**src/rtl/p1crc_pkg.sv**
```systemverilog
`timescale 1ns / 1ps
// ----------------------------------------------------------------------------
// p1crc_pkg
// Shared types, constants and helper functions for the P1 telegram CRC checker.
// ----------------------------------------------------------------------------
package p1crc_pkg;

    localparam logic [15:0] CRC_POLY_REFL  = 16'hA001;
    localparam logic [15:0] CRC_INIT       = 16'h0000;
    localparam logic [7:0]  START_CHAR     = 8'h2F;
    localparam logic [7:0]  END_CHAR       = 8'h21;
    localparam logic [2:0]  CLAIM_DIGITS   = 3'd4;
    localparam logic [15:0] MAX_LEN_RESET  = 16'd16384;

    typedef enum logic [1:0] {
        STAT_CRC_OK   = 2'd0,
        STAT_CRC_BAD  = 2'd1,
        STAT_OVERFLOW = 2'd2
    } frame_status_t;

    typedef struct packed {
        frame_status_t status;
        logic [15:0]   length;
        logic [15:0]   computed;
        logic [15:0]   claimed;
    } result_t;

    typedef struct packed {
        logic       valid;
        logic [7:0] rx_byte;
    } staged_t;

    typedef struct packed {
        logic       ok;
        logic [3:0] value;
    } hex_t;

    function automatic logic [15:0] crc_byte(input logic [15:0] crc, input logic [7:0] b);
        logic [15:0] c;
        c = crc ^ {8'h00, b};
        for (int k = 0; k < 8; k++) begin
            if (c[0])
                c = (c >> 1) ^ CRC_POLY_REFL;
            else
                c = c >> 1;
        end
        return c;
    endfunction

    function automatic hex_t hex_value(input logic [7:0] c);
        hex_t h;
        h.ok    = 1'b1;
        h.value = c[3:0];
        if (c >= 8'h30 && c <= 8'h39)
            h.value = c[3:0];
        else if ((c >= 8'h61 && c <= 8'h66) || (c >= 8'h41 && c <= 8'h46))
            h.value = c[3:0] + 4'd9;
        else
            h.ok = 1'b0;
        return h;
    endfunction

endpackage

```
**src/rtl/p1crc_byte_if.sv**
```systemverilog
`timescale 1ns / 1ps
// ----------------------------------------------------------------------------
// p1crc_byte_if
// Valid/ready channel carrying one received serial byte per transaction.
// ----------------------------------------------------------------------------
interface p1crc_byte_if;
    logic       valid;
    logic       ready;
    logic [7:0] rx_byte;

    modport source (output valid, output rx_byte, input ready);
    modport sink   (input valid, input rx_byte, output ready);
endinterface

```
**src/rtl/p1crc_result_if.sv**
```systemverilog
`timescale 1ns / 1ps
// ----------------------------------------------------------------------------
// p1crc_result_if
// Valid/ready channel carrying one frame check result per transaction.
// ----------------------------------------------------------------------------
interface p1crc_result_if;
    logic        valid;
    logic        ready;
    logic [1:0]  frame_status;
    logic [15:0] frame_length;
    logic [15:0] computed_crc;
    logic [15:0] claimed_crc;

    modport source (output valid, output frame_status, output frame_length,
                    output computed_crc, output claimed_crc, input ready);
    modport sink   (input valid, input frame_status, input frame_length,
                    input computed_crc, input claimed_crc, output ready);
endinterface

```
**src/rtl/p1crc_in_stage.sv**
```systemverilog
`timescale 1ns / 1ps
// ----------------------------------------------------------------------------
// p1crc_in_stage
// Input register: captures one byte per transaction and holds it until the
// frame stage consumes it.
// ----------------------------------------------------------------------------
module p1crc_in_stage
    import p1crc_pkg::*;
(
    input  logic      clk,
    input  logic      rst_n,
    p1crc_byte_if.sink in_ch,
    input  logic      advance,
    output staged_t   staged
);

    logic       valid_reg;
    logic       valid_next;
    logic [7:0] byte_reg;
    logic       take;

    assign take       = !valid_reg || advance;
    assign in_ch.ready = take;
    assign valid_next = take ? in_ch.valid : valid_reg;

    always_ff @(posedge clk or negedge rst_n)
    begin
        if (!rst_n)
            valid_reg <= 1'b0;
        else
            valid_reg <= valid_next;
    end

    always_ff @(posedge clk)
    begin
        if (take && in_ch.valid)
            byte_reg <= in_ch.rx_byte;
    end

    assign staged.valid   = valid_reg;
    assign staged.rx_byte = byte_reg;

endmodule

```
**src/rtl/p1crc_frame.sv**
```systemverilog
`timescale 1ns / 1ps
// ----------------------------------------------------------------------------
// p1crc_frame
// Frame tracker: start/end detection, CRC-16/ARC update, length limit, hex
// digit capture, and the result register.
// ----------------------------------------------------------------------------
module p1crc_frame
    import p1crc_pkg::*;
(
    input  logic          clk,
    input  logic          rst_n,
    input  logic          cfg_wr_en,
    input  logic [15:0]   cfg_wr_data,
    input  staged_t       staged,
    output logic          advance,
    p1crc_result_if.source out_ch
);

    logic [15:0] max_length_reg;
    logic        in_frame_reg,  in_frame_next;
    logic        reading_reg,   reading_next;
    logic [15:0] crc_reg,       crc_next;
    logic [15:0] count_reg,     count_next;
    logic [2:0]  digits_reg,    digits_next;
    logic [15:0] claimed_reg,   claimed_next;
    logic        hex_ended_reg, hex_ended_next;
    logic        out_valid_reg, out_valid_next;
    result_t     out_reg,       out_next;
    logic        emit;

    logic [7:0]  c;
    hex_t        hx;
    logic [15:0] crc_upd;
    logic [15:0] claim_upd;
    logic [2:0]  digits_upd;
    logic        room;

    assign advance   = staged.valid && (!out_valid_reg || out_ch.ready);
    assign c         = staged.rx_byte;
    assign hx        = hex_value(c);
    assign crc_upd   = crc_byte(crc_reg, c);
    assign claim_upd = (!hex_ended_reg && hx.ok) ? {claimed_reg[11:0], hx.value} : claimed_reg;
    assign digits_upd = digits_reg + 3'd1;
    assign room      = ({1'b0, count_reg} + 17'd1) < {1'b0, max_length_reg};

    always_comb
    begin
        in_frame_next  = in_frame_reg;
        reading_next   = reading_reg;
        crc_next       = crc_reg;
        count_next     = count_reg;
        digits_next    = digits_reg;
        claimed_next   = claimed_reg;
        hex_ended_next = hex_ended_reg;
        emit           = 1'b0;
        out_next       = out_reg;

        if (advance) begin
            if (reading_reg) begin
                claimed_next   = claim_upd;
                hex_ended_next = hex_ended_reg || !hx.ok;
                digits_next    = digits_upd;
                if (digits_upd >= CLAIM_DIGITS) begin
                    emit            = 1'b1;
                    out_next.status = (claim_upd == crc_reg) ? STAT_CRC_OK : STAT_CRC_BAD;
                    out_next.length   = count_reg;
                    out_next.computed = crc_reg;
                    out_next.claimed  = claim_upd;
                end
            end else if (in_frame_reg || c == START_CHAR) begin
                in_frame_next = 1'b1;
                if (c == END_CHAR) begin
                    crc_next       = crc_upd;
                    count_next     = count_reg + 16'd1;
                    reading_next   = 1'b1;
                    digits_next    = 3'd0;
                    claimed_next   = 16'd0;
                    hex_ended_next = 1'b0;
                end else if (room) begin
                    crc_next   = crc_upd;
                    count_next = count_reg + 16'd1;
                end else begin
                    emit              = 1'b1;
                    out_next.status   = STAT_OVERFLOW;
                    out_next.length   = count_reg;
                    out_next.computed = crc_reg;
                    out_next.claimed  = 16'd0;
                end
            end

            // any result closes the frame
            if (emit) begin
                in_frame_next  = 1'b0;
                reading_next   = 1'b0;
                crc_next       = CRC_INIT;
                count_next     = 16'd0;
                digits_next    = 3'd0;
                claimed_next   = 16'd0;
                hex_ended_next = 1'b0;
            end
        end

        if (emit)
            out_valid_next = 1'b1;
        else if (out_ch.ready)
            out_valid_next = 1'b0;
        else
            out_valid_next = out_valid_reg;
    end

    always_ff @(posedge clk or negedge rst_n)
    begin
        if (!rst_n) begin
            max_length_reg <= MAX_LEN_RESET;
            in_frame_reg   <= 1'b0;
            reading_reg    <= 1'b0;
            crc_reg        <= CRC_INIT;
            count_reg      <= 16'd0;
            digits_reg     <= 3'd0;
            claimed_reg    <= 16'd0;
            hex_ended_reg  <= 1'b0;
            out_valid_reg  <= 1'b0;
        end else begin
            if (cfg_wr_en)
                max_length_reg <= cfg_wr_data;
            in_frame_reg  <= in_frame_next;
            reading_reg   <= reading_next;
            crc_reg       <= crc_next;
            count_reg     <= count_next;
            digits_reg    <= digits_next;
            claimed_reg   <= claimed_next;
            hex_ended_reg <= hex_ended_next;
            out_valid_reg <= out_valid_next;
        end
    end

    always_ff @(posedge clk)
    begin
        out_reg <= out_next;
    end

    assign out_ch.valid        = out_valid_reg;
    assign out_ch.frame_status = out_reg.status;
    assign out_ch.frame_length = out_reg.length;
    assign out_ch.computed_crc = out_reg.computed;
    assign out_ch.claimed_crc  = out_reg.claimed;

endmodule

```
**src/rtl/p1_telegram_crc_checker_core.sv**
```systemverilog
`timescale 1ns / 1ps
// ----------------------------------------------------------------------------
// p1_telegram_crc_checker_core
// Checks CRC-16/ARC of smart-meter P1 telegrams, one serial byte per transaction.
// ----------------------------------------------------------------------------
// Accepts one byte every clock cycle unless the input channel stalls. Each byte
// passes an input register and is folded into the frame state when the frame
// stage consumes it; a result, when the byte closes a frame (fourth character
// after '!' or a length overflow), is loaded into the result register as that
// byte is consumed. The CRC byte update is combinational between the input
// register and the state registers. The input channel stalls only while a
// finished result waits in the result register and a further byte is held.
// max_length may be written only while no frame is in flight.
module p1_telegram_crc_checker_core
    import p1crc_pkg::*;
(
    input  logic           clk,
    input  logic           rst_n,
    input  logic           cfg_wr_en,
    input  logic [15:0]    cfg_wr_data,
    p1crc_byte_if.sink     in_ch,
    p1crc_result_if.source out_ch
);

    staged_t staged;
    logic    advance;

    p1crc_in_stage u_in_stage (
        .clk     (clk),
        .rst_n   (rst_n),
        .in_ch   (in_ch),
        .advance (advance),
        .staged  (staged)
    );

    p1crc_frame u_frame (
        .clk         (clk),
        .rst_n       (rst_n),
        .cfg_wr_en   (cfg_wr_en),
        .cfg_wr_data (cfg_wr_data),
        .staged      (staged),
        .advance     (advance),
        .out_ch      (out_ch)
    );

    a_new_result_needs_byte: assert property (@(posedge clk) disable iff (!rst_n)
        $rose(out_ch.valid) |-> $past(advance))
        else $error("result appeared without a consumed byte");

    a_ok_means_match: assert property (@(posedge clk) disable iff (!rst_n)
        (out_ch.valid && out_ch.frame_status == STAT_CRC_OK)
            |-> (out_ch.computed_crc == out_ch.claimed_crc))
        else $error("crc ok reported on mismatch");

    a_overflow_no_claim: assert property (@(posedge clk) disable iff (!rst_n)
        (out_ch.valid && out_ch.frame_status == STAT_OVERFLOW) |-> (out_ch.claimed_crc == 16'd0))
        else $error("overflow result carries a claimed crc");

    a_status_legal: assert property (@(posedge clk) disable iff (!rst_n)
        out_ch.valid |-> (out_ch.frame_status == STAT_CRC_OK
            || out_ch.frame_status == STAT_CRC_BAD || out_ch.frame_status == STAT_OVERFLOW))
        else $error("illegal frame status");

endmodule
```
**src/flat_wrapper.sv**
```systemverilog
// flat-port wrapper written by rule: the top's interface ports become plain ports
module p1_telegram_crc_checker_core_flat import p1crc_pkg::*;
  (clk, rst_n, cfg_wr_en, cfg_wr_data, in_ch_valid, in_ch_rx_byte, in_ch_ready, out_ch_valid, out_ch_frame_status, out_ch_frame_length, out_ch_computed_crc, out_ch_claimed_crc, out_ch_ready);
  p1crc_byte_if in_ch_i ();
  p1crc_result_if out_ch_i ();
  input  logic clk;
  input  logic rst_n;
  input  logic cfg_wr_en;
  input  logic [15:0] cfg_wr_data;
  input wire logic [$bits(in_ch_i.valid)-1:0] in_ch_valid;
  input wire logic [$bits(in_ch_i.rx_byte)-1:0] in_ch_rx_byte;
  output wire logic [$bits(in_ch_i.ready)-1:0] in_ch_ready;
  output wire logic [$bits(out_ch_i.valid)-1:0] out_ch_valid;
  output wire logic [$bits(out_ch_i.frame_status)-1:0] out_ch_frame_status;
  output wire logic [$bits(out_ch_i.frame_length)-1:0] out_ch_frame_length;
  output wire logic [$bits(out_ch_i.computed_crc)-1:0] out_ch_computed_crc;
  output wire logic [$bits(out_ch_i.claimed_crc)-1:0] out_ch_claimed_crc;
  input wire logic [$bits(out_ch_i.ready)-1:0] out_ch_ready;
  assign in_ch_i.valid = in_ch_valid;
  assign in_ch_i.rx_byte = in_ch_rx_byte;
  assign in_ch_ready = in_ch_i.ready;
  assign out_ch_valid = out_ch_i.valid;
  assign out_ch_frame_status = out_ch_i.frame_status;
  assign out_ch_frame_length = out_ch_i.frame_length;
  assign out_ch_computed_crc = out_ch_i.computed_crc;
  assign out_ch_claimed_crc = out_ch_i.claimed_crc;
  assign out_ch_i.ready = out_ch_ready;
  p1_telegram_crc_checker_core u_core (.clk(clk), .rst_n(rst_n), .cfg_wr_en(cfg_wr_en), .cfg_wr_data(cfg_wr_data), .in_ch(in_ch_i), .out_ch(out_ch_i));
endmodule
```
**config.mk**
```make
export PLATFORM = sky130hd
export DESIGN_NAME = p1_telegram_crc_checker_core_flat
export DESIGN_NICKNAME = d
export VERILOG_FILES = /design/src/rtl/p1crc_pkg.sv /design/src/rtl/p1crc_byte_if.sv /design/src/rtl/p1crc_result_if.sv /design/src/rtl/p1crc_in_stage.sv /design/src/rtl/p1crc_frame.sv /design/src/rtl/p1_telegram_crc_checker_core.sv /design/src/flat_wrapper.sv
export SDC_FILE = /design/constraint.sdc
export NUM_CORES = 1
export LEC_CHECK = 0
export ABC_AREA = 0
export BUFFER_PORTS_ARGS = -buffer_cell sky130_fd_sc_hd__buf_2
export CAP_MARGIN = 30
export CORE_ASPECT_RATIO = 0.8
export CORE_UTILIZATION = 60
export CTS_BUF_LIST = sky130_fd_sc_hd__clkbuf_8
export DETAILED_ROUTE_END_ITERATION = 6
export GPL_ROUTABILITY_DRIVEN = 0
export GPL_TIMING_DRIVEN = 0
export PLACE_DENSITY_LB_ADDON = 0.1
export SYNTH_ARGS = -nofsm -noshare
export SYNTH_HDL_FRONTEND = slang
export SYNTH_SLANG_ARGS = --single-unit
```
**constraint.sdc**
```tcl
create_clock -name clk -period 6.75 [get_ports clk]
set_input_delay 0.3375 -clock clk [delete_from_list [all_inputs] [get_ports clk]]
set_output_delay 0.3375 -clock clk [all_outputs]
set_load 0.01 [all_outputs]
```
==> results summary, run 1 <==
The standard cell core area came out at 9890 um2. The most common cell in the synthesized netlist is sky130_fd_sc_hd__nand2_1. Setup violations remaining at the end of the flow were counted as 0.

The layout overhead on the synthesized area is 17.4%. Ranked by instance count, the synthesized netlist is headed by sky130_fd_sc_hd__nand2_1 (91), sky130_fd_sc_hd__dfrtp_1 (71), sky130_fd_sc_hd__edfxtp_1 (58). The portion of the post-synthesis area used by sequential elements is 56.5%. The standby leakage power is 3.08 nW. The HPWL after detailed placement is 10,400 um. The fraction of the cycle the final worst path needs came out at 80.0%. The top cell type's share of synthesized area came out at 28.3%. The source of the worst hold timing path is in_ch_rx_byte[3]. The clock passes through at most 2 buffers.

The number of antenna violations at the first check in global routing came out at 0. The fmax is 0.185 GHz. After detailed routing, the number of vias per cell comes to 5.85. The tree is rooted in a sky130_fd_sc_hd__clkbuf_8.

The number of violations reported at the end of detailed-routing iteration 0 is 379. The final layout contains routed wiring with a total length of 14,600 um. The element type at the critical path end is a flip-flop. In this run the worst path has a maximum fanout of 27.

The final route contains 4,782 vias. The count of buffers added on input and output ports is 80. The transition time of the tightest slew-check pin came out at 0.930 ns. The setup path with the least slack is of type flip-flop to flip-flop. After clock tree synthesis, the clock-pin slew on the worst setup and hold paths is 0.08 ns. The number of gates given a new drive strength after cts came out at 0. The number of clock buffers added by TritonCTS is 17. The cell count after synthesis is 566. The net count after synthesis came out at 615. The number of flops mapped to enable cells by yosys is 58. Measured on the finished design, the core utilization comes to 74.5%.

The critical path goes through ha_1 > nand4_1 > nor3_1 > nand3_1 > xnor2_1 > ha_1 > nand2_1 > o21ai_0 > a41oi_1 > a311o_1 > a21boi_1 > o2111ai_1 > a21oi_4 > buf_12. The summed instance area of the synthesized netlist came out at 6270 um2. The worst slew margin relative to its limit came out at 37.8%. The source-to-sink clock delay at the later pin of the worst-skew pair is 0.45 ns. The number of nets with antenna violations after detailed routing is 0. Setup repair after global routing left no endpoint under its margin. The endpoint identified for the worst register-to-register timing path is u_core.u_frame.out_ch.computed_crc[6]$_DFFE_PP_. The floorplan has 32 rows. The y dimension of the die is 93.5 um. The final antenna diode count is 0. The starting density of the core came out at 63.4%.

The delay contributed by the slowest stage of the critical path came out at 0.84 ns. The worst reg-to-reg path cell count is 14. The total iterations of the first detailed-routing run is 5.

The number of flip-flops and latches in the synthesized netlist is 130. TritonCTS built the clock tree. The flow ran to the end, and the final reports show no timing, DRC or antenna violations.

The fraction of registers with async set/reset came out at 55.4%. Max-cap violations in this run came to 0. After synthesis, the cell types taking the most area are sky130_fd_sc_hd__dfrtp_1 (28%), sky130_fd_sc_hd__edfxtp_1 (28%), sky130_fd_sc_hd__nand2_1 (5.4%). The classification of the worst-slack hold path is primary input to flip-flop.

A synthesized cell averages 11.1 um2. The most repeated library cell on the critical path is sky130_fd_sc_hd__ha_1. The sequential cells in the finished layout cover a total of 3540 um2. The all-layer global routing usage is 28.7%. The count of cells along the worst hold path is 1.

The floorplan die area came out at 10,900 um2. The worst register-to-register path begins at u_core.u_frame.count_reg[0]$_DFFE_PN0P_. Of the cells placed in the final design, the portion with a size suffix greater than 1 is 19.5%.

The worst path arrival time came out at 5.55 ns. On the critical path, the stage with the largest delay is an instance of sky130_fd_sc_hd__a21oi_4. During synthesis, Yosys emitted a total of 0 warnings.

The via count of the first global-routing pass was 4,461. The register-to-register path setup slack is 1.35 ns. The area used by multi-input combinational logic came out at 2520 um2. The path with the worst hold slack has its endpoint at u_core.u_in_stage.byte_reg[3]$_DFFE_PP_. The post-synthesis cell type count came out at 63. The final count of pins violating max slew came out at 0. The worst hold slack after final layout came out at 0.0700 ns. The worst-case clock skew is 0.0124 ns. STA puts the critical path data required time at 6.89 ns. The number of H-tree branching levels came out at 4. The largest net degree at the start of global routing came out at 73. The average wire per cell in the routed design is 17.8 um. The leading register cell type out of synthesis is sky130_fd_sc_hd__dfrtp_1.

The remaining global-route overflow came out at 0. Summed over all instances, the cell type with the most area after synthesis is sky130_fd_sc_hd__dfrtp_1. The total number of nets in the final design is 717. The final number of hold-violating endpoints is 0. The post-route DRC violation count came out at 0.

The kind of start point of the critical path is a flip-flop. The worst path in the final design needs a cycle of 5.40 ns, including I/O delays and setup. VDD sags by at most 226 uV.

The post-CTS repair timing setup buffer count is 0. Buffers inserted to repair hold after CTS numbered 1. The fill cell total of the finished layout came out at 701.

For this design, the sink count on the clock tree is 130. In this run the horizontal extent of the chip is 116 um. The power density over cell area is 366 nW/um2.

The wire length of the first global-routing pass is 22,800 um. The number of top-level pins came out at 81.
metal layers:
metal  vias to the layer above  part of all wire (%)  global-route usage (%)
li1                       2214                     -                       -
met1                      2312                    47                    42.2
met2                       238                    43                    39.9
met3                        18                   9.0                    9.40
met4                         0                   1.5                    9.62
met5                         -                     0                       0
metrics by stage:
| stage | TNS, ns | cell area (um2) | power (mW) | setup slack, ns | cells |
|---|---|---|---|---|---|
| final | 0 | 7360 | 2.69 | 1.35 | 817 |
| after global routing | 0 | 7360 | 2.83 | 1.10 | 817 |
| after CTS | 0 | 7360 | 2.69 | 1.43 | 817 |
| after detailed placement | 0 | 6910 | 1.94 | 1.50 | 784 |
| after global placement | -53.65 | 6840 | 1.90 | -1.06 | 782 |
| after floorplan | 0 | 6270 | 1.69 | 0.795 | 566 |
layout make-up:
type	count	share of cell area, %
Sequential cell	130	48.1
Multi-Input combinational cell	384	34.3
Timing Repair Buffer	83	6.25
Clock buffer	17	3.18
Clock inverter	15	2.92
Tap cell	136	2.31
Buffer	27	1.68
Inverter	25	1.27
how the worst max path moves through the flow:
stage,depth (start not counted),slack (ns),startpoint,end
2_1_floorplan,15,0.80,u_core.u_frame.count_reg[2]$_DFFE_PN0P_,u_core.u_frame.out_ch.claimed_crc[0]$_SDFFCE_PN0P_
4_1_cts,14,1.43,u_core.u_frame.count_reg[0]$_DFFE_PN0P_,u_core.u_frame.out_ch.computed_crc[6]$_DFFE_PP_
5_1_grt,14,1.10,u_core.u_frame.count_reg[0]$_DFFE_PN0P_,u_core.u_frame.out_ch.computed_crc[9]$_DFFE_PP_
3_3_place_gp,13,-1.06,u_core.u_frame.count_reg[0]$_DFFE_PN0P_,u_core.u_frame.out_ch.computed_crc[7]$_DFFE_PP_
6_report,14,1.35,u_core.u_frame.count_reg[0]$_DFFE_PN0P_,u_core.u_frame.out_ch.computed_crc[6]$_DFFE_PP_
3_5_place_dp,14,1.50,u_core.u_frame.count_reg[0]$_DFFE_PN0P_,u_core.u_frame.out_ch.computed_crc[6]$_DFFE_PP_
layout by cell type, fill, tap and decap left out, types with 3 or more instances in the layout:
| master | instances |
|---|---|
| sky130_fd_sc_hd__and3_1 | 3 |
| sky130_fd_sc_hd__edfxtp_1 | 58 |
| sky130_fd_sc_hd__clkinv_2 | 4 |
| sky130_fd_sc_hd__or2_2 | 3 |
| sky130_fd_sc_hd__xor2_1 | 15 |
| sky130_fd_sc_hd__clkbuf_8 | 17 |
| sky130_fd_sc_hd__nor2_1 | 25 |
| sky130_fd_sc_hd__o22ai_1 | 6 |
| sky130_fd_sc_hd__inv_1 | 26 |
| sky130_fd_sc_hd__a21oi_1 | 14 |
| sky130_fd_sc_hd__mux2i_1 | 12 |
| sky130_fd_sc_hd__dfrtp_1 | 71 |
| sky130_fd_sc_hd__o31a_1 | 8 |
| sky130_fd_sc_hd__xnor2_1 | 38 |
| sky130_fd_sc_hd__nor3_1 | 4 |
| sky130_fd_sc_hd__ha_1 | 20 |
| sky130_fd_sc_hd__clkbuf_1 | 20 |
| sky130_fd_sc_hd__buf_2 | 82 |
| sky130_fd_sc_hd__o21ai_0 | 47 |
| sky130_fd_sc_hd__bufinv_16 | 5 |
| sky130_fd_sc_hd__or3_1 | 3 |
| sky130_fd_sc_hd__nand2b_1 | 4 |
| sky130_fd_sc_hd__nand2_1 | 91 |
| sky130_fd_sc_hd__and2_1 | 4 |
| sky130_fd_sc_hd__nand3_1 | 18 |
| sky130_fd_sc_hd__a21o_1 | 3 |
| sky130_fd_sc_hd__a22o_1 | 12 |
| sky130_fd_sc_hd__o31ai_1 | 8 |
| sky130_fd_sc_hd__nand4_1 | 4 |
cell families (layout without fill, tap and decap cells):
logic type	Yosys count	after routing	share of synthesized area [%]
xor+xnor	53	53	7.40
flops	130	130	56.5
fa+ha+maj	20	20	3.99
buf+inv	52	167	3.47
compound gates	125	125	13.6
simple gates	173	173	12.9
mux	13	13	2.09
report_power, final:
| group | internal (mW) | switching [mW] |
|---|---|---|
| Clock | 0.437 | 0.310 |
| Combinational | 0.338 | 0.482 |
| Sequential | 0.979 | 0.147 |
| Total | 1.75 | 0.939 |
worst max-delay path, delay by kind of cell (launching register included):
kind            cells  cell delay [ns]
buf+inv             1             0.28
fa+ha+maj           2             0.67
xor+xnor            1             0.20
flops               1             0.47
compound gates      6             2.35
simple gates        4             1.12
No activity file was read; power rests on OpenSTA's default activity.
==> run 2, diff against run 1 <==
- clock period: 6.75 -> 5.2 ns (I/O delays scaled with it)
==> results summary, run 2 (synthesis gave the netlist of run 1 again) <==
The flow ran to the end, and the final reports show no timing, DRC or antenna violations. The standard cell core area is 9890 um2 (unchanged). The area used by multi-input combinational logic is 2550 um2 (+1.2%). The layout overhead on the synthesized area came out at 19.0%.

The fraction of the cycle the final worst path needs is 94.1% (+14 points). Walking the worst path, the cells encountered are buf_2 > and3_1 > nand3_1 > nor2_1 > nand3_1 > or2_2 > xnor2_1 > ha_1 > nand2_1 > o21ai_0 > a211oi_1 > a311o_1 > a21boi_1 > o2111ai_2 > nand2_2 > clkbuf_1 > o21ai_0. The switching power is 1.20 mW (+28%).

The combinational share of power came out at 31.2% (+0.8 points). The x dimension of the die is 116 um (unchanged). The cell with the largest stage delay on the worst path is sky130_fd_sc_hd__clkbuf_1. The worst path arrival time is 5.18 ns (-0.37 ns). The average wire per cell in the routed design came out at 17.8 um (-0.20%).

The register area came out at 3540 um2 (unchanged). The core utilization of the finished layout is 75.5% (+1.0 points). The TritonCTS clock tree is yes. The sum of net half-perimeters after detailed placement came out at 10,600 um (+1.8%).

The power density over cell area is 463 nW/um2 (+27%). The kind of start point of the critical path is a flip-flop. The proportion of power drawn by flip-flops and latches is 42.3% (+0.5 points). The worst setup margin was 0.309 ns (-1.04 ns). The worst-case clock skew came out at 0.0155 ns (+0.00316 ns). The critical path is of the flip-flop to flip-flop type.

The endpoint required time on the critical path is 5.49 ns (-1.40 ns). The maximum fanout count along the critical path is 10 (-63%). The via density per instance came to 5.85 (about the same).

The site row count came out at 32 (unchanged). The number of nets with antenna violations after detailed routing came out at 0 (unchanged). The worst slew margin relative to its limit came to 47.6% (+9.8 points). The wire length of the first global-routing pass was 23,300 um (+2.3%). The path class of the tightest hold or removal check is primary input to flip-flop. Setup repair after global routing left no endpoint under its margin.

The clock period minus worst slack came out at 4.89 ns (-0.512 ns). The final count of pins violating max slew came out at 0 (unchanged). The library cell used most frequently in the layout, excluding fill and tap cells, is sky130_fd_sc_hd__nand2_1. The total iterations of the first detailed-routing run was 5 (unchanged). The clock share of power is 26.6% (-1.2 points).

The fmax is 0.204 GHz (+10%). The internal power component is 2.26 mW (+29%). The floorplan die area was 10,900 um2 (unchanged).

The post-route DRC violation count came out at 0 (unchanged). The delay contributed by the slowest stage of the critical path came out at 0.44 ns (-0.40 ns). The final number of hold-violating endpoints came out at 0 (unchanged).

The max capacitance violation total is 0 (unchanged). The number of antenna violations at the first check in global routing came to 0 (unchanged). The standby leakage power was 3.12 nW (+1.2%).

The via total after detailed routing was 4,840 (+1.2%). The via count of the first global-routing pass is 4,535 (+1.7%). The total number of nets in the final design came out at 727 (+1.4%).

The share of cells above drive strength 1 is 19.5% (about the same). The worst slack at placement came to -0.0493 ns (-1.55 ns). The starting density of the core came out at 63.4% (unchanged). The worst supply voltage drop on vdd is 299 uV (+32%). In the layout the commonest cells are sky130_fd_sc_hd__nand2_1 (90), sky130_fd_sc_hd__buf_2 (82), sky130_fd_sc_hd__dfrtp_1 (71). The number of H-tree branching levels was 4 (unchanged). The source-to-sink clock delay at the later pin of the worst-skew pair came out at 0.44 ns (about the same). The library cell used as clock root buffer is sky130_fd_sc_hd__clkbuf_8. The count of placed standard cells including taps came out at 784 (unchanged). The switching portion of total power came out at 34.7% (-0.21 points). The number of top-level pins is 81 (unchanged). The remaining global-route overflow is 0 (unchanged). The number of buffers on the longest clock path came to 2 (unchanged). The transition time of the tightest slew-check pin is 0.777 ns (-0.153 ns). The worst hold slack after final layout came out at 0.0228 ns (-0.0471 ns). Grouping stages by cell kind, the critical path spends the most delay in compound AO/OA/AOI/OAI gates. The fill cell total of the finished layout is 671 (-4.3%). The number of buffer and inverter instances along the worst setup path is 2 (+1). The element type at the critical path end is a flip-flop. The total wire length after detailed routing is 14,700 um (+1.0%). The total clock sinks is 130 (unchanged).

The final antenna diode count came out at 0 (unchanged). The total clock buffers created by CTS came out at 17 (unchanged). The total power after layout came out at 3.46 mW (+28%). The clock slew at the register clock pins of the worst setup and hold paths is 0.07 ns (about the same). The y dimension of the die came out at 93.5 um (unchanged). The number of failing setup endpoints in the final timing report was 0 (unchanged). The largest net degree at the start of global routing came out at 44 (-40%).

The all-layer global routing usage came out at 29.2% (+0.49 points). The number of port buffers is 80 (unchanged). The number of violations reported at the end of detailed-routing iteration 0 is 356 (-6.1%). The number of standard cells in the final layout excluding fillers came to 827 (+1.2%).
-- run 2: changes by cell type in the layout (fill, tap and decap cells not counted), moves of 2 or more --
cell / delta
sky130_fd_sc_hd__clkbuf_8: +2
sky130_fd_sc_hd__dlygate4sd3_1: +8
sky130_fd_sc_hd__inv_1: +2
sky130_fd_sc_hd__clkinv_2: -2
-- run 2: timing repair --
item / CTS / global route
setup endpoints to repair: 23 / 88
cloned: 1 / 0
buffers inserted: 0 / 1
pin swaps: 1 / 1
resized for setup: 0 / 4
hold endpoints to repair: 36 / 0
hold buffers: 9 / 0
-- run 2: final timing paths --
check / from / end / slack (ns) / cells past startpoint
max: u_core.u_frame.count_reg[2]$_DFFE_PN0P_ / u_core.u_frame.count_reg[12]$_DFFE_PN0P_ / 0.31 / 17
min: cfg_wr_data[13] / u_core.u_frame.max_length_reg[13]$_DFFE_PN0P_ / 0.02 / 3
max reg2reg: u_core.u_frame.count_reg[2]$_DFFE_PN0P_ / u_core.u_frame.count_reg[12]$_DFFE_PN0P_ / 0.31 / 17
min reg2reg: u_core.u_frame.count_reg[12]$_DFFE_PN0P_ / u_core.u_frame.out_ch.frame_length[12]$_DFFE_PP_ / 0.46 / 0
max in group asynchronous: rst_n / u_core.u_frame.max_length_reg[12]$_DFFE_PN0P_ / 4.33 / 3
min in group asynchronous: rst_n / u_core.u_frame.digits_reg[1]$_DFFE_PN0P_ / 0.30 / 2
-- run 2: final cells by class --
cell class	instances	share of cell area, %
plain buffers	27	1.66
clock inverters	13	2.26
flip-flops and latches	130	47.5
clock buffers	19	3.50
well taps	136	2.28
multi-input cells	385	34.2
inverters	25	1.26
repair buffers	92	7.34
-- run 2: through the flow --
| step | setup TNS, ns | cell area, um2 |
|---|---|---|
| 4_1_cts | 0 | 7430 |
| 3_5_place_dp | -1.10 | 6910 |
| 5_1_grt | 0 | 7460 |
| 2_1_floorplan | 0 | 6280 |
| 6_report | 0 | 7460 |
| 3_3_place_gp | -50.11 | 6850 |
-- run 2: tightest hold or removal path, stage by stage --
cell and delay, ns:
sky130_fd_sc_hd__buf_2 0.07, sky130_fd_sc_hd__nand2_1 0.04, sky130_fd_sc_hd__o21ai_0 0.06
-- run 2: power by group through the flow --
stage                     registers, mW  clock network, mW  logic, mW
after floorplan                    1.43                  0      0.771
final                              1.46              0.918       1.08
after detailed placement           1.47                  0       1.04
after global placement             1.47                  0      0.989
after global routing               1.48              0.966       1.19
after CTS                          1.46              0.926       1.06
-- run 2: per-layer routing --
layer  global-route usage [%]  up-vias  routed length [um]  part of all wire, %
li1                         -     2235                   -                    -
met1                     41.6     2338                6550                   45
met2                     42.9      246                6530                   44
met3                     9.40       21                1460                  9.9
met4                     8.12        0                 168                  1.1
met5                        0        -                   0                    0
==> run 3, diff against run 2 <==
- CORE_UTILIZATION: 60 -> 35
- SLEW_MARGIN: not set -> 10
==> results summary, run 3 (synthesis gave the netlist of run 1 again) <==
The run finished with clean final reports. The element type at the critical path end is a flip-flop. The clock slew at the register clock pins of the worst setup and hold paths is 0.08 ns (about the same).

Setup repair after global routing left no endpoint under its margin. The worst setup margin came out at 0.479 ns (+0.171 ns). The clock period minus worst slack came to 4.72 ns (-0.171 ns). The count of cells along the worst hold path came out at 3 (unchanged). The cell count along the critical path came out at 15 (-2). The worst path arrival time is 5.11 ns (-0.07 ns). The startpoint of the lowest-slack register-to-register path is u_core.u_frame.count_reg[0]$_DFFE_PN0P_. The top cell types in the final layout, fill and taps aside, are sky130_fd_sc_hd__nand2_1 (90), sky130_fd_sc_hd__buf_2 (82), sky130_fd_sc_hd__dfrtp_1 (71). The via density per instance came out at 5.04 (-14%). The post-route DRC violation count is 0 (unchanged). The total wire length after detailed routing came to 15,700 um (+6.8%).

The number of top-level pins came out at 81 (unchanged). The worst slew margin relative to its limit came out at 47.7% (+0.11 points). The all-layer global routing usage came to 18.2% (-11 points).

The standby leakage power came out at 3.11 nW (about the same). The final number of hold-violating endpoints came out at 0 (unchanged). The standard cell core area is 17,400 um2 (+76%). Compared with the post-synthesis result, the final layout area differs by 20.7%. The total clock buffers created by CTS is 17 (unchanged). The classification of the worst setup path is flip-flop to flip-flop. The kind of cell adding the most delay to the critical path is compound AO/OA/AOI/OAI gates. The delay contributed by the slowest stage of the critical path is 0.75 ns (+0.31 ns). The number of H-tree branching levels is 4 (unchanged). The most critical setup path has its endpoint at u_core.u_frame.claimed_reg[5]$_DFFE_PN0P_. The final count of pins violating max slew came out at 0 (unchanged). The total clock sinks came to 130 (unchanged). The worst-case clock skew was 0.0141 ns (-0.00146 ns). The number of nets with antenna violations after detailed routing is 0 (unchanged). The total number of nets in the final design came out at 729 (+0.28%). The via total after detailed routing came out at 4,628 (-4.4%). On the critical path, the stage with the largest delay is an instance of sky130_fd_sc_hd__o41ai_2. The number of standard cells in the final layout excluding fillers came out at 918 (+11%).

The largest net degree at the start of global routing is 42 (-4.5%). The share of cells above drive strength 1 is 19.8% (+0.23 points). The cell sitting at the root of the clock tree is a sky130_fd_sc_hd__clkbuf_8. The fmax came out at 0.212 GHz (+3.6%).

The number of violations reported at the end of detailed-routing iteration 0 came out at 346 (-2.8%). The wire length of the first global-routing pass is 24,700 um (+5.9%). The min-delay analysis places its worst path in the category primary input to flip-flop. The total iterations of the first detailed-routing run is 5 (unchanged).

The register-to-register path setup slack is 0.48 ns (+0.17 ns). In this run the critical register-to-register path is captured at u_core.u_frame.claimed_reg[5]$_DFFE_PN0P_. The endpoint required time on the critical path is 5.59 ns (+0.10 ns). The max capacitance violation total is 0 (unchanged).

The worst reg-to-reg path cell count is 15 (-2). The maximum fanout count along the critical path is 10 (unchanged). The transition time of the tightest slew-check pin came out at 0.776 ns (-0.00169 ns). The remaining global-route overflow is 0 (unchanged). The source-to-sink clock delay at the later pin of the worst-skew pair came out at 0.45 ns (about the same). The site row count came to 43 (+34%). The floorplan die area came out at 18,500 um2 (+70%). The worst supply voltage drop on vdd came out at 198 uV (-34%). The number of buffers on the longest clock path came to 2 (unchanged). The number of buffer and inverter instances along the worst setup path came out at 1 (-1).

STA classifies the critical path startpoint as a flip-flop. The via count of the first global-routing pass was 4,300 (-5.2%). The y dimension of the die came out at 122 um (+30%). The count of placed standard cells including taps is 874 (+11%). The commonest non-fill, non-tap cell in the layout is sky130_fd_sc_hd__nand2_1. The number of port buffers came out at 80 (unchanged). The final antenna diode count is 0 (unchanged).

The fraction of the cycle the final worst path needs came out at 90.8% (-3.3 points). In this run the worst setup path begins at u_core.u_frame.count_reg[0]$_DFFE_PN0P_. Traced cell by cell, the critical path runs through ha_1 > nand4_1 > nor3_2 > nand3_1 > xnor2_1 > ha_1 > a21oi_1 > o21ai_0 > a211oi_1 > a311o_1 > a21boi_1 > o41ai_2 > or2_1 > clkbuf_1 > a22o_1.

The starting density of the core was 36.0% (-27 points). The x dimension of the die is 152 um (+30%). The most repeated library cell on the critical path is sky130_fd_sc_hd__ha_1.

TritonCTS built the clock tree. The number of failing setup endpoints in the final timing report is 0 (unchanged). The sum of net half-perimeters after detailed placement is 11,700 um (+10%).

The worst slack at placement came to 0.000426 ns (+0.0497 ns). The average wire per cell in the routed design came out at 17.1 um (-3.8%). The number of antenna violations at the first check in global routing came to 0 (unchanged). The power density over cell area is 451 nW/um2 (-2.6%). The total power after layout is 3.41 mW (-1.2%).
## run 3: final cells by class
cell class                      count  area [um2]
Fill cell                        1721        9860
Multi-Input combinational cell    384        2530
Sequential cell                   130        3540
Inverter                           25        93.8
Tap cell                          225         282
Clock inverter                     13         135
Timing Repair Buffer               95         598
Buffer                             27         126
Clock buffer                       19         262
## run 3: timing repair
action                     4_1_cts  5_1_grt
gates resized for setup          1        5
buffers inserted                 0        0
hold buffers                    12        0
hold endpoints to repair        41        0
setup endpoints to repair        9       20
## run 3: worst min path at each step
stage	startpoint	endpoint
4_1_cts	cfg_wr_data[8]	u_core.u_frame.max_length_reg[8]$_DFFE_PN0P_
3_3_place_gp	u_core.u_frame.count_reg[13]$_DFFE_PN0P_	u_core.u_frame.out_ch.frame_length[13]$_DFFE_PP_
6_report	cfg_wr_data[11]	u_core.u_frame.max_length_reg[11]$_DFFE_PN0P_
5_1_grt	cfg_wr_data[8]	u_core.u_frame.max_length_reg[8]$_DFFE_PN0P_
2_1_floorplan	rst_n	u_core.u_frame.claimed_reg[0]$_DFFE_PN0P_
3_5_place_dp	rst_n	u_core.u_frame.max_length_reg[12]$_DFFE_PN0P_
## run 3: stage by stage
stage | area, um2 | hold slack, ns | TNS (ns) | utilization (%)
2_1_floorplan | 6280 | -0.0356 | 0 | -
3_3_place_gp | 6960 | 0.437 | -65.34 | 39.9
3_5_place_dp | 7040 | 0.243 | 0 | 40.4
4_1_cts | 7570 | 0.0000717 | 0 | 43.4
5_1_grt | 7570 | 0.00955 | 0 | 43.4
6_report | 7570 | 0.0236 | 0 | 43.4
## run 3: layer usage
layer	GRT usage [%]	share of wire [%]	vias up
li1	-	-	2239
met1	29.3	54	2256
met2	23.3	40	121
met3	3.97	5.1	12
met4	6.00	1.1	0
met5	0	0	-
## run 3: where the power goes
part	total (mW)	switching, mW	internal (mW)
clock	0.868	0.418	0.450
combinational	1.08	0.630	0.453
sequential	1.46	0.193	1.27
## run 3: worst reg2reg max path, stage by stage, from the launching register on
cell,delay [ns]
sky130_fd_sc_hd__dfrtp_1,0.47
sky130_fd_sc_hd__ha_1,0.33
sky130_fd_sc_hd__nand4_1,0.21
sky130_fd_sc_hd__nor3_2,0.38
sky130_fd_sc_hd__nand3_1,0.25
sky130_fd_sc_hd__xnor2_1,0.19
sky130_fd_sc_hd__ha_1,0.34
sky130_fd_sc_hd__a21oi_1,0.12
sky130_fd_sc_hd__o21ai_0,0.18
sky130_fd_sc_hd__a211oi_1,0.26
sky130_fd_sc_hd__a311o_1,0.23
sky130_fd_sc_hd__a21boi_1,0.12
sky130_fd_sc_hd__o41ai_2,0.75
sky130_fd_sc_hd__or2_1,0.24
sky130_fd_sc_hd__clkbuf_1,0.39
sky130_fd_sc_hd__a22o_1,0.23
